[config.mk]
export PLATFORM = sky130hd
export DESIGN_NAME = grey_to_lcd_page_bitplanes
export DESIGN_NICKNAME = d
export VERILOG_FILES = /design/src/rtl/gtlpb_pkg.sv /design/src/rtl/grey_to_lcd_page_bitplanes.sv
export VERILOG_INCLUDE_DIRS = /design/src /design/src/rtl
export SDC_FILE = /design/constraint.sdc
export NUM_CORES = 2
export LEC_CHECK = 0
export ABC_AREA = 0
export BUFFER_PORTS_ARGS = -buffer_cell sky130_fd_sc_hd__buf_2
export CAP_MARGIN = 10
export CORE_UTILIZATION = 36
export CTS_CLUSTER_SIZE = 24
export DETAILED_ROUTE_END_ITERATION = 8
export HOLD_SLACK_MARGIN = 0.08
export PLACE_DENSITY = 0.48
export RECOVER_POWER = 50
export SKIP_LAST_GASP = 1
export SLEW_MARGIN = 0
export SYNTH_ARGS = -nofsm -noshare
export SYNTH_HDL_FRONTEND = slang
export SYNTH_SLANG_ARGS = --single-unit
[constraint.sdc]
create_clock -name clock -period 11.4 [get_ports clock]
set_clock_uncertainty 0.2 [all_clocks]
set_input_delay 0.57 -clock clock [delete_from_list [all_inputs] [get_ports clock]]
set_output_delay 0.57 -clock clock [all_outputs]
set_load 0.005 [all_outputs]
[src/rtl/grey_to_lcd_page_bitplanes_defines.svh]
// Assertion macros for the grey-to-LCD page bit-plane packer.
`ifndef GREY_TO_LCD_PAGE_BITPLANES_DEFINES_SVH
`define GREY_TO_LCD_PAGE_BITPLANES_DEFINES_SVH

// Same-cycle implication, disabled during reset.
`define GTLPB_ASSERT_NOW(label, clk, rst, ante, cons) \
   label: assert property (@(posedge clk) disable iff (rst) (ante) |-> (cons)) \
      else $error("gtlpb check failed");

// Next-cycle implication, disabled during reset.
`define GTLPB_ASSERT_NEXT(label, clk, rst, ante, cons) \
   label: assert property (@(posedge clk) disable iff (rst) (ante) |=> (cons)) \
      else $error("gtlpb check failed");

`endif

[src/rtl/gtlpb_pkg.sv]
// Package: constants, types and helpers for the LCD page bit-plane packer.
`timescale 1ns / 1ps

package gtlpb_pkg;

   localparam int unsigned PANEL_COLUMNS_DEFAULT = 128;
   localparam logic [7:0]  FRAME_HEIGHT_RESET    = 8'd96;
   localparam logic [7:0]  REPORT_ID             = 8'hAD;
   localparam logic [7:0]  RIGHT_FLAG            = 8'h10;
   localparam logic [7:0]  CENTER_HEIGHT         = 8'd128;

   typedef struct packed {
      logic [7:0] data;
      logic       last;
   } rsp_beat_type;

   // (128 - height) / 16, truncated toward zero, in 8-bit two's complement.
   function automatic logic [7:0] sector_offset(input logic [7:0] height);
      logic [7:0] mag;
      logic [7:0] res;
      if (height <= CENTER_HEIGHT) begin
         mag = CENTER_HEIGHT - height;
         res = {4'd0, mag[7:4]};
      end else begin
         mag = height - CENTER_HEIGHT;
         res = 8'd0 - {4'd0, mag[7:4]};
      end
      return res;
   endfunction

endpackage

[src/rtl/grey_to_lcd_page_bitplanes.sv]
// Top level: grey pixel stream to 2bpp LCD page bit-plane report bytes.
// A pixel is registered in stage 1; any beats it makes then load into the output queue.
// Throughput: one pixel per cycle on rows that emit nothing; on an active band's last row
// pixels wait for queue room; 2 beats each (4 at a half's start), 1 out per ready cycle.
// Column store: one RAM with registered read; read at accept, written back as stage 1 moves.
// Reset clears counters, s1 valid, queue count; frame_height 96; store, data uncleared.
`timescale 1ns / 1ps
`include "grey_to_lcd_page_bitplanes_defines.svh"

module grey_to_lcd_page_bitplanes #(
   parameter int unsigned PANEL_COLUMNS = gtlpb_pkg::PANEL_COLUMNS_DEFAULT
) (
   input  logic       clock,
   input  logic       reset,
   input  logic       csr_wr_en,
   input  logic [7:0] csr_wr_data,   // frame_height
   input  logic       req_tvalid,
   output logic       req_tready,
   input  logic [7:0] req_tdata,     // [7:0] red_level
   input  logic       req_tuser,     // [0] frame_start
   output logic       rsp_tvalid,
   input  logic       rsp_tready,
   output logic [7:0] rsp_tdata,     // [7:0] report_byte
   output logic       rsp_tlast      // report_end
);

   import gtlpb_pkg::*;

   localparam int unsigned CW   = $clog2(PANEL_COLUMNS);
   localparam int unsigned HALF = PANEL_COLUMNS / 2;
   localparam logic [CW-1:0] COL_LAST  = CW'(PANEL_COLUMNS - 1);
   localparam logic [CW-1:0] COL_HALF  = CW'(HALF);
   localparam logic [CW-1:0] COL_HLAST = CW'(HALF - 1);

   // counters and config
   logic [7:0]    height_ff, height_in;
   logic [2:0]    row_ff, row_in;
   logic [CW-1:0] col_ff, col_in;
   logic [4:0]    band_ff, band_in;

   // stage 1
   logic          s1_valid_ff, s1_valid_in;
   logic          s1_active_ff;
   logic [CW-1:0] s1_col_ff;
   logic [2:0]    s1_row_ff;
   logic [1:0]    s1_level_ff;
   logic [7:0]    s1_sector_ff;
   logic [15:0]   rd_ff;

   // output queue
   logic [2:0]    out_cnt_ff, out_cnt_in;
   rsp_beat_type  out_q_ff [4];

   logic [15:0]   plane_mem [PANEL_COLUMNS];

   logic          accept, rsp_take;
   logic [2:0]    row_eff;
   logic [CW-1:0] col_eff;
   logic [4:0]    band_eff;
   logic          in_active;
   logic [7:0]    sector_in;

   logic [15:0]   entry_base;
   logic [7:0]    hi_plane, lo_plane;
   logic          s1_emit, s1_hdr, s1_last, out_room, s1_go, load, mem_we;

   // stage 0: counters for the incoming pixel
   always_comb begin
      row_eff   = req_tuser ? 3'd0 : row_ff;
      col_eff   = req_tuser ? '0 : col_ff;
      band_eff  = req_tuser ? 5'd0 : band_ff;
      in_active = band_eff < height_ff[7:3];
      sector_in = ({3'd0, band_eff} + sector_offset(height_ff))
                  | ((col_eff >= COL_HALF) ? RIGHT_FLAG : 8'd0);
      if (col_eff == COL_LAST) begin
         col_in  = '0;
         row_in  = row_eff + 3'd1;
         band_in = ((row_eff == 3'd7) && in_active) ? band_eff + 5'd1 : band_eff;
      end else begin
         col_in  = col_eff + CW'(1);
         row_in  = row_eff;
         band_in = band_eff;
      end
   end

   // stage 1: merge, write back, hand bytes to the output queue
   always_comb begin
      entry_base = (s1_row_ff == 3'd0) ? 16'd0 : rd_ff;
      hi_plane   = entry_base[15:8] | ({7'd0, s1_level_ff[1]} << s1_row_ff);
      lo_plane   = entry_base[7:0]  | ({7'd0, s1_level_ff[0]} << s1_row_ff);
      s1_emit    = s1_valid_ff && s1_active_ff && (s1_row_ff == 3'd7);
      s1_hdr     = (s1_col_ff == '0) || (s1_col_ff == COL_HALF);
      s1_last    = (s1_col_ff == COL_HLAST) || (s1_col_ff == COL_LAST);
      rsp_take   = rsp_tvalid && rsp_tready;
      out_room   = (out_cnt_ff == 3'd0) || ((out_cnt_ff == 3'd1) && rsp_take);
      s1_go      = s1_valid_ff && (!s1_emit || out_room);
      load       = s1_go && s1_emit;
      mem_we     = s1_go && s1_active_ff;
      req_tready = !s1_valid_ff || s1_go;
      accept     = req_tvalid && req_tready;
   end

   always_comb begin
      height_in   = csr_wr_en ? csr_wr_data : height_ff;
      s1_valid_in = accept ? 1'b1 : (s1_go ? 1'b0 : s1_valid_ff);
      priority if (load) begin
         out_cnt_in = s1_hdr ? 3'd4 : 3'd2;
      end else if (rsp_take) begin
         out_cnt_in = out_cnt_ff - 3'd1;
      end else begin
         out_cnt_in = out_cnt_ff;
      end
   end

   assign rsp_tvalid = (out_cnt_ff != 3'd0);
   assign rsp_tdata  = out_q_ff[0].data;
   assign rsp_tlast  = out_q_ff[0].last;

   always_ff @(posedge clock) begin
      if (reset) begin
         height_ff   <= FRAME_HEIGHT_RESET;
         row_ff      <= 3'd0;
         col_ff      <= '0;
         band_ff     <= 5'd0;
         s1_valid_ff <= 1'b0;
         out_cnt_ff  <= 3'd0;
      end else begin
         height_ff   <= height_in;
         s1_valid_ff <= s1_valid_in;
         out_cnt_ff  <= out_cnt_in;
         if (accept) begin
            row_ff  <= row_in;
            col_ff  <= col_in;
            band_ff <= band_in;
         end
      end
   end

   always_ff @(posedge clock) begin
      if (accept) begin
         s1_active_ff <= in_active;
         s1_col_ff    <= col_eff;
         s1_row_ff    <= row_eff;
         s1_level_ff  <= ~req_tdata[7:6];
         s1_sector_ff <= sector_in;
         rd_ff        <= (mem_we && (s1_col_ff == col_eff)) ? {hi_plane, lo_plane}
                                                            : plane_mem[col_eff];
      end
   end

   always_ff @(posedge clock) begin
      if (mem_we) begin
         plane_mem[s1_col_ff] <= {hi_plane, lo_plane};
      end
   end

   always_ff @(posedge clock) begin
      if (load) begin
         if (s1_hdr) begin
            out_q_ff[0] <= '{data: REPORT_ID,    last: 1'b0};
            out_q_ff[1] <= '{data: s1_sector_ff, last: 1'b0};
            out_q_ff[2] <= '{data: hi_plane,     last: 1'b0};
            out_q_ff[3] <= '{data: lo_plane,     last: s1_last};
         end else begin
            out_q_ff[0] <= '{data: hi_plane,     last: 1'b0};
            out_q_ff[1] <= '{data: lo_plane,     last: s1_last};
         end
      end else if (rsp_take) begin
         out_q_ff[0] <= out_q_ff[1];
         out_q_ff[1] <= out_q_ff[2];
         out_q_ff[2] <= out_q_ff[3];
      end
   end

   `GTLPB_ASSERT_NOW(a_last_is_final, clock, reset, rsp_tvalid && rsp_tlast, out_cnt_ff == 3'd1)
   `GTLPB_ASSERT_NEXT(a_hdr_leads, clock, reset, load && s1_hdr, rsp_tdata == REPORT_ID)
   `GTLPB_ASSERT_NEXT(a_s1_holds, clock, reset, s1_valid_ff && !s1_go, s1_valid_ff && $stable(s1_col_ff))

endmodule

=== Yosys cells after proc, flatten, opt, wreduce, memory -nomap -nowiden ===
Memory sizes are Yosys's and may differ from the RTL's. A register that Yosys moved wholly into a read port is not among the register bits.
Index checks and enable logic that the tools add are counted.

* Bits in read-only memories: 0
* RAM bits: 2084
* Memories kept: 2
* Output and inout port bits: 11
* Latch bits: 0
* Word-level logic and storage cells: 95
* Flip-flop bits (word level): 48

{| class="wikitable"
|+ Memory list
! memory !! depth !! width !! read ports !! clocked after Yosys merged registers in !! write ports !! RTL line !! RTL
|-
| plane_mem || 128 || 16 || 1 || 1 || 1 || grey_to_lcd_page_bitplanes.sv:54 || <nowiki>logic [15:0] plane_mem [PANEL_COLUMNS];</nowiki>
|-
| out_q_ff || 4 || 9 || 4 || 0 || 4 || grey_to_lcd_page_bitplanes.sv:52 || <nowiki>rsp_beat_type out_q_ff [4];</nowiki>
|}

* Muxes and demuxes: 31
* Bitwise operators: 9
* Div/mod/pow operators: 0
* Equality and inequality tests: 7
* $lt $le $gt $ge: 3
* Shift-type cells: 2
* Reductions and logical operators: 22
* Multiply operators: 0
* Add/sub/neg operators: 8

{| class="wikitable"
|+ Operator list
! operator !! number
|-
| two-way mux 9 bit || 5
|-
| == test 7 bit, second input constant || 3
|-
| two-way mux 5 bit || 4
|-
| two-way mux 16 bit || 1
|-
| OR 8 bit || 2
|-
| << shifter 1 x 3 -> 8 bit || 2
|-
| two-way mux 3 bit || 5
|-
| two-way mux 7 bit || 2
|-
| two-way mux 1 bit || 13
|-
| logical AND 1 bit || 9
|-
| adder 5 x 8 -> 8 bit || 1
|-
| less-or-equal comparator 8 bit, second input constant || 1
|-
| two-way mux 8 bit || 1
|-
| OR 8 x 5 -> 8 bit || 1
|-
| subtractor 8 bit, first input constant || 1
|-
| subtractor 8 bit, second input constant || 1
|-
| adder 7 x 1 -> 7 bit, second input constant || 1
|-
| == test 7 x 6 -> 1 bit, second input constant || 1
|-
| greater-or-equal comparator 7 bit, second input constant || 1
|-
| logical NOT 7 bit || 1
|-
| == test 3 bit, second input constant || 2
|-
| logical NOT 3 bit || 2
|-
| adder 5 x 1 -> 5 bit, second input constant || 1
|-
| logical OR 1 bit || 5
|-
| 10 further kinds || 16
|}

=== Depth between registers and ports, before layout ===
* Word-level depth: 11
* Depth in mapped cells: 15

=== Least setup slack after synthesis ===
OpenSTA, ideal clock, no wires.

* Path kind: register to register
* Start point: reg s1_row_ff[1]
* End point: mem out_q_ff[3][2] (netlist bit) (data pin)
* Stages on the path, launching flop included: 6
* Arrival: 4.148 ns
* Library setup time: 0.812 ns
* Path slack: 6.240 ns
* Data required time: 10.388 ns
* Path through: edfxtp_1 > clkbuf_1 > or2_2 > clkbuf_1 > nor2_1 > nor2_1

{| class="wikitable"
|+ RTL lines
! what !! RTL line !! RTL
|-
| start, declared || grey_to_lcd_page_bitplanes.sv:45 || <nowiki>logic [2:0] s1_row_ff;</nowiki>
|-
| start signal, assigned || grey_to_lcd_page_bitplanes.sv:143 || <nowiki>s1_row_ff <= row_eff;</nowiki>
|-
| end, declared || grey_to_lcd_page_bitplanes.sv:52 ||
|}

=== Worst setup path in the final report ===
* Start point: reg s1_row_ff[0]
* End point: mem plane_mem[46][10] (data pin)

* Word-level cells in the longest chain between the ends: 3

{| class="wikitable"
|+ Ends and longest elaborated chain
! what !! RTL line !! RTL
|-
| logical NOT 3 bit || grey_to_lcd_page_bitplanes.sv:88 || <nowiki>entry_base = (s1_row_ff == 3'd0) ? 16'd0 : rd_ff;</nowiki>
|-
| two-way mux 16 bit || grey_to_lcd_page_bitplanes.sv:88 ||
|-
| OR 8 bit * || grey_to_lcd_page_bitplanes.sv:89 || <nowiki>hi_plane = entry_base[15:8] | ({7'd0, s1_level_ff[1]} << s1_row_ff);</nowiki>
|-
| via hi_plane[2] || grey_to_lcd_page_bitplanes.sv:64 || <nowiki>logic [7:0] hi_plane, lo_plane;</nowiki>
|-
| end, declared || grey_to_lcd_page_bitplanes.sv:54 ||
|}

The timed path passes the listed nets; every way through them passes the cells marked *.

==> flow_metrics.py <==
metrics = {
    "status": {
        "outcome": "finished with violations",
        "violations": "DRC, capacitance limit, slew limit",
    },
    "setup_path": {
        "cp.required_ns": 11.20,
        "path_class": "flip-flop to flip-flop",
        "r2r_cells": 5,
        "endpoint_kind": "flip-flop",
        "cpPeakStageDelay_ns": 3.22,
        "crit_arrival_ns": 7.28,
        "worstPathMaxFanout": 81,
        "cp_slowest_cell": "clkbuf_1",
        "startpoint_type": "flip-flop",
        "crit_chain": "or2_0, nor2_1, or2_0, clkinvlp_2, clkbuf_1",
        "cpMostUsedCell": "or2_0",
    },
    "routing": {
        "drt_wl_total_mm": 262,
        "wl_per_cell_um": 29.1,
        "drt-initial-drc-count": 5074,
        "via_per_inst": 5.60,
        "vias": 50300,
        "drc": 18,
        "drtAntennaViolNets": 0,
        "dr.pass1.iters": 8,
    },
    "floorplan": {
        "die_h_um": 492,
        "top_level_ports": 33,
        "row_count": 179,
        "core_area_um2": 238000,
        "die_area_um2": 242000,
        "die-width_um": 492,
        "initial_utilization": 0.363,
    },
    "global_routing": {
        "grtUsageTotal": 0.213,
        "antenna_found_initial": 8,
        "grt_pass1_wl_mm": 370,
        "grt_max_degree": 101,
        "grt_pass1_vias": 48600,
        "grt_overflow": 0,
    },
    "logic_synthesis": {
        "async_reset_ff_frac": 0,
        "synth.avg_cell_area_um2": 15.7,
        "synth.area.top_cells": "edfxtp_1 74%, mux2i_1 5.6%, nand2_1 2.5%, a211oi_1 1.4%, o221ai_1 1.3%",
        "ys.flop_type": "edfxtp_1",
        "synthTopCellsByCount": "2121 x edfxtp_1, 583 x nand2_1, 481 x mux2i_1, 256 x nor2_1, 189 x a21oi_1",
        "synthesis.nets": 5556,
        "synth_edf_count": 2121,
        "yosysSeqAreaShare": 0.744,
        "yosys.area.top_type": "edfxtp_1",
        "synth_top_area_frac": 0.738,
        "ys_ff_latch": 2148,
        "ys_warn_count": 0,
        "yosysMostFrequentCell": "edfxtp_1",
        "synth_cell_types": 80,
        "synth.cell_area_um2": 86300,
        "syn-instance-count": 5515,
    },
    "run": {
        "cap_viol_max_count": 33,
    },
    "timing": {
        "worst_slew_pin_slew_ns": 4.61,
        "setup_viol": 0,
        "hold_viol_final": 0,
        "drv_slew": 1881,
        "slew_headroom": -2.07,
        "rsz0062_at_grt": "no",
        "fmax_mhz": 134,
        "tns_ns": 0,
        "period_share": 0.655,
        "period_needed_ns": 7.47,
    },
    "hold_path": {
        "whs_path_depth": 2,
        "hold_class": "flip-flop to flip-flop",
    },
    "clock_network": {
        "cts_made_buffers": 224,
        "cts_max_level": 4,
        "cts_tree": "done",
        "cts_sinks": 2148,
        "root_buffer": "clkbuf_16",
        "cts_max_path_buffers": 3,
        "path_clk_slew_ns": 0.06,
        "clk_latency_ns": 0.89,
        "cts_setup_buffers": 0,
        "ctsResizeCount": 0,
        "cts_hold_buffers": 31,
    },
    "layout": {
        "stdcell_area_um2": 97400,
        "fillCellCount": 21600,
        "seqCellArea_um2": 64200,
        "drive_gt1_frac": 0.115,
        "areaGrowthSynthToFinish_pct": 12.9,
        "layout.nets": 5690,
        "multiInputGateArea_um2": 20000,
    },
    "pwr": {
        "p_leak_nw": 31.4,
        "vdd_drop_max_uv": 132,
        "total_power_mw": 16.9,
        "pwr_density_cell_nw_per_um2": 174,
    },
    "placement": {
        "gp_congestion": 0.817,
        "dp_hpwl_mm": 151,
        "dpl_cell_area_um2": 90500,
        "io_buffer_count": 26,
    },
}
registers in the layout (all words and copies together) (netlist names):
name and count:
plane_mem 2048, out_q_ff 36, rd_ff 16, height_ff 8, s1_sector_ff 8, col_ff 7, s1_col_ff 7, band_ff 5
out_cnt_ff 3, row_ff 3, s1_row_ff 3, s1_level_ff 2, s1_active_ff 1, s1_valid_ff 1
cell usage in the layout, fill, tap and decap left out, types with 12 or more instances in the layout:
master / count
a311oi_1: 25
buf_2: 22
clkbuf_1: 106
a31oi_1: 91
inv_1: 25
buf_4: 173
mux2i_1: 481
o22ai_1: 74
mux2_2: 67
nor3_1: 20
nor4_1: 21
clkbuf_16: 225
nor2b_1: 50
and2_1: 48
mux4_2: 48
a32oi_1: 20
clkinv_1: 56
nand4_1: 35
clkinv_2: 37
nand3_1: 161
o221ai_1: 130
o21ai_0: 153
a211oi_1: 156
a21oi_1: 189
ha_1: 18
a22oi_1: 56
bufinv_16: 13
nand2_1: 583
xnor2_1: 12
o211ai_1: 19
dlygate4sd3_1: 31
nor2_1: 244
edfxtp_1: 2121
dfxtp_1: 24
a221oi_1: 59
worst paths after layout:
check / slack (ns) / end / start
worst max-delay path: 3.93 / plane_mem[46][10] / s1_row_ff[0]
worst min-delay path: 0.26 / out_cnt_ff[1] / out_cnt_ff[1]
worst max register to register: 3.93 / plane_mem[46][10] / s1_row_ff[0]
worst min register to register: 0.26 / out_cnt_ff[1] / out_cnt_ff[1]
where the power goes:
group / leakage, nW / internal [mW] / switching [mW]
registers: 19.3 / 8.87 / 0.0264
logic: 8.64 / 0.254 / 0.770
clock network: 3.37 / 3.90 / 3.09
cell type report:
class / instances / area share
Clock inverter: 124 / 0.0110
Antenna cell: 5 / 0.000128
Multi-Input combinational cell: 2938 / 0.205
Inverter: 42 / 0.00207
Clock buffer: 274 / 0.0597
Timing Repair Buffer: 295 / 0.0220
Sequential cell: 2148 / 0.659
Tap cell: 3167 / 0.0407
worst max-delay path: cells and delay by family (launching register included):
kind | cells | cell delay, ns
AND/OR/NAND/NOR | 3 | 1.14
buffers and inverters | 2 | 4.47
flip-flops | 1 | 0.57
through the flow:
stage                     setup slack (ns)  hold slack [ns]  utilization  instances
after floorplan                       6.24            0.232            -       5515
after global placement                5.22            0.246        0.380       8557
after detailed placement              5.20            0.257        0.380       8557
after CTS                             6.15            0.264        0.410       8986
after global routing                  3.56            0.287        0.409       8989
final                                 3.93            0.259        0.409       8993
layer usage:
layer  vias to the layer above  GRT usage  part of all wire
met1                     26400      0.307              0.45
met5                         -          0           0.00011
met3                       373     0.0326             0.061
met4                         4     0.0643             0.030
li1                      22000          -                 -
met2                      1635      0.331              0.46
kinds of logic after synthesis:
kind of cell | after synthesis | share of synthesized area
DFF | 2148 | 0.744
and+or+nand+nor | 1245 | 0.0644
AOI/OAI and AO/OA | 1063 | 0.0848
muxes | 596 | 0.0770
buffers and inverters | 429 | 0.0253
adders and majority gates | 19 | 0.00284
xor gates and xnor gates | 15 | 0.00152
Power figures use the tool's default switching activity.
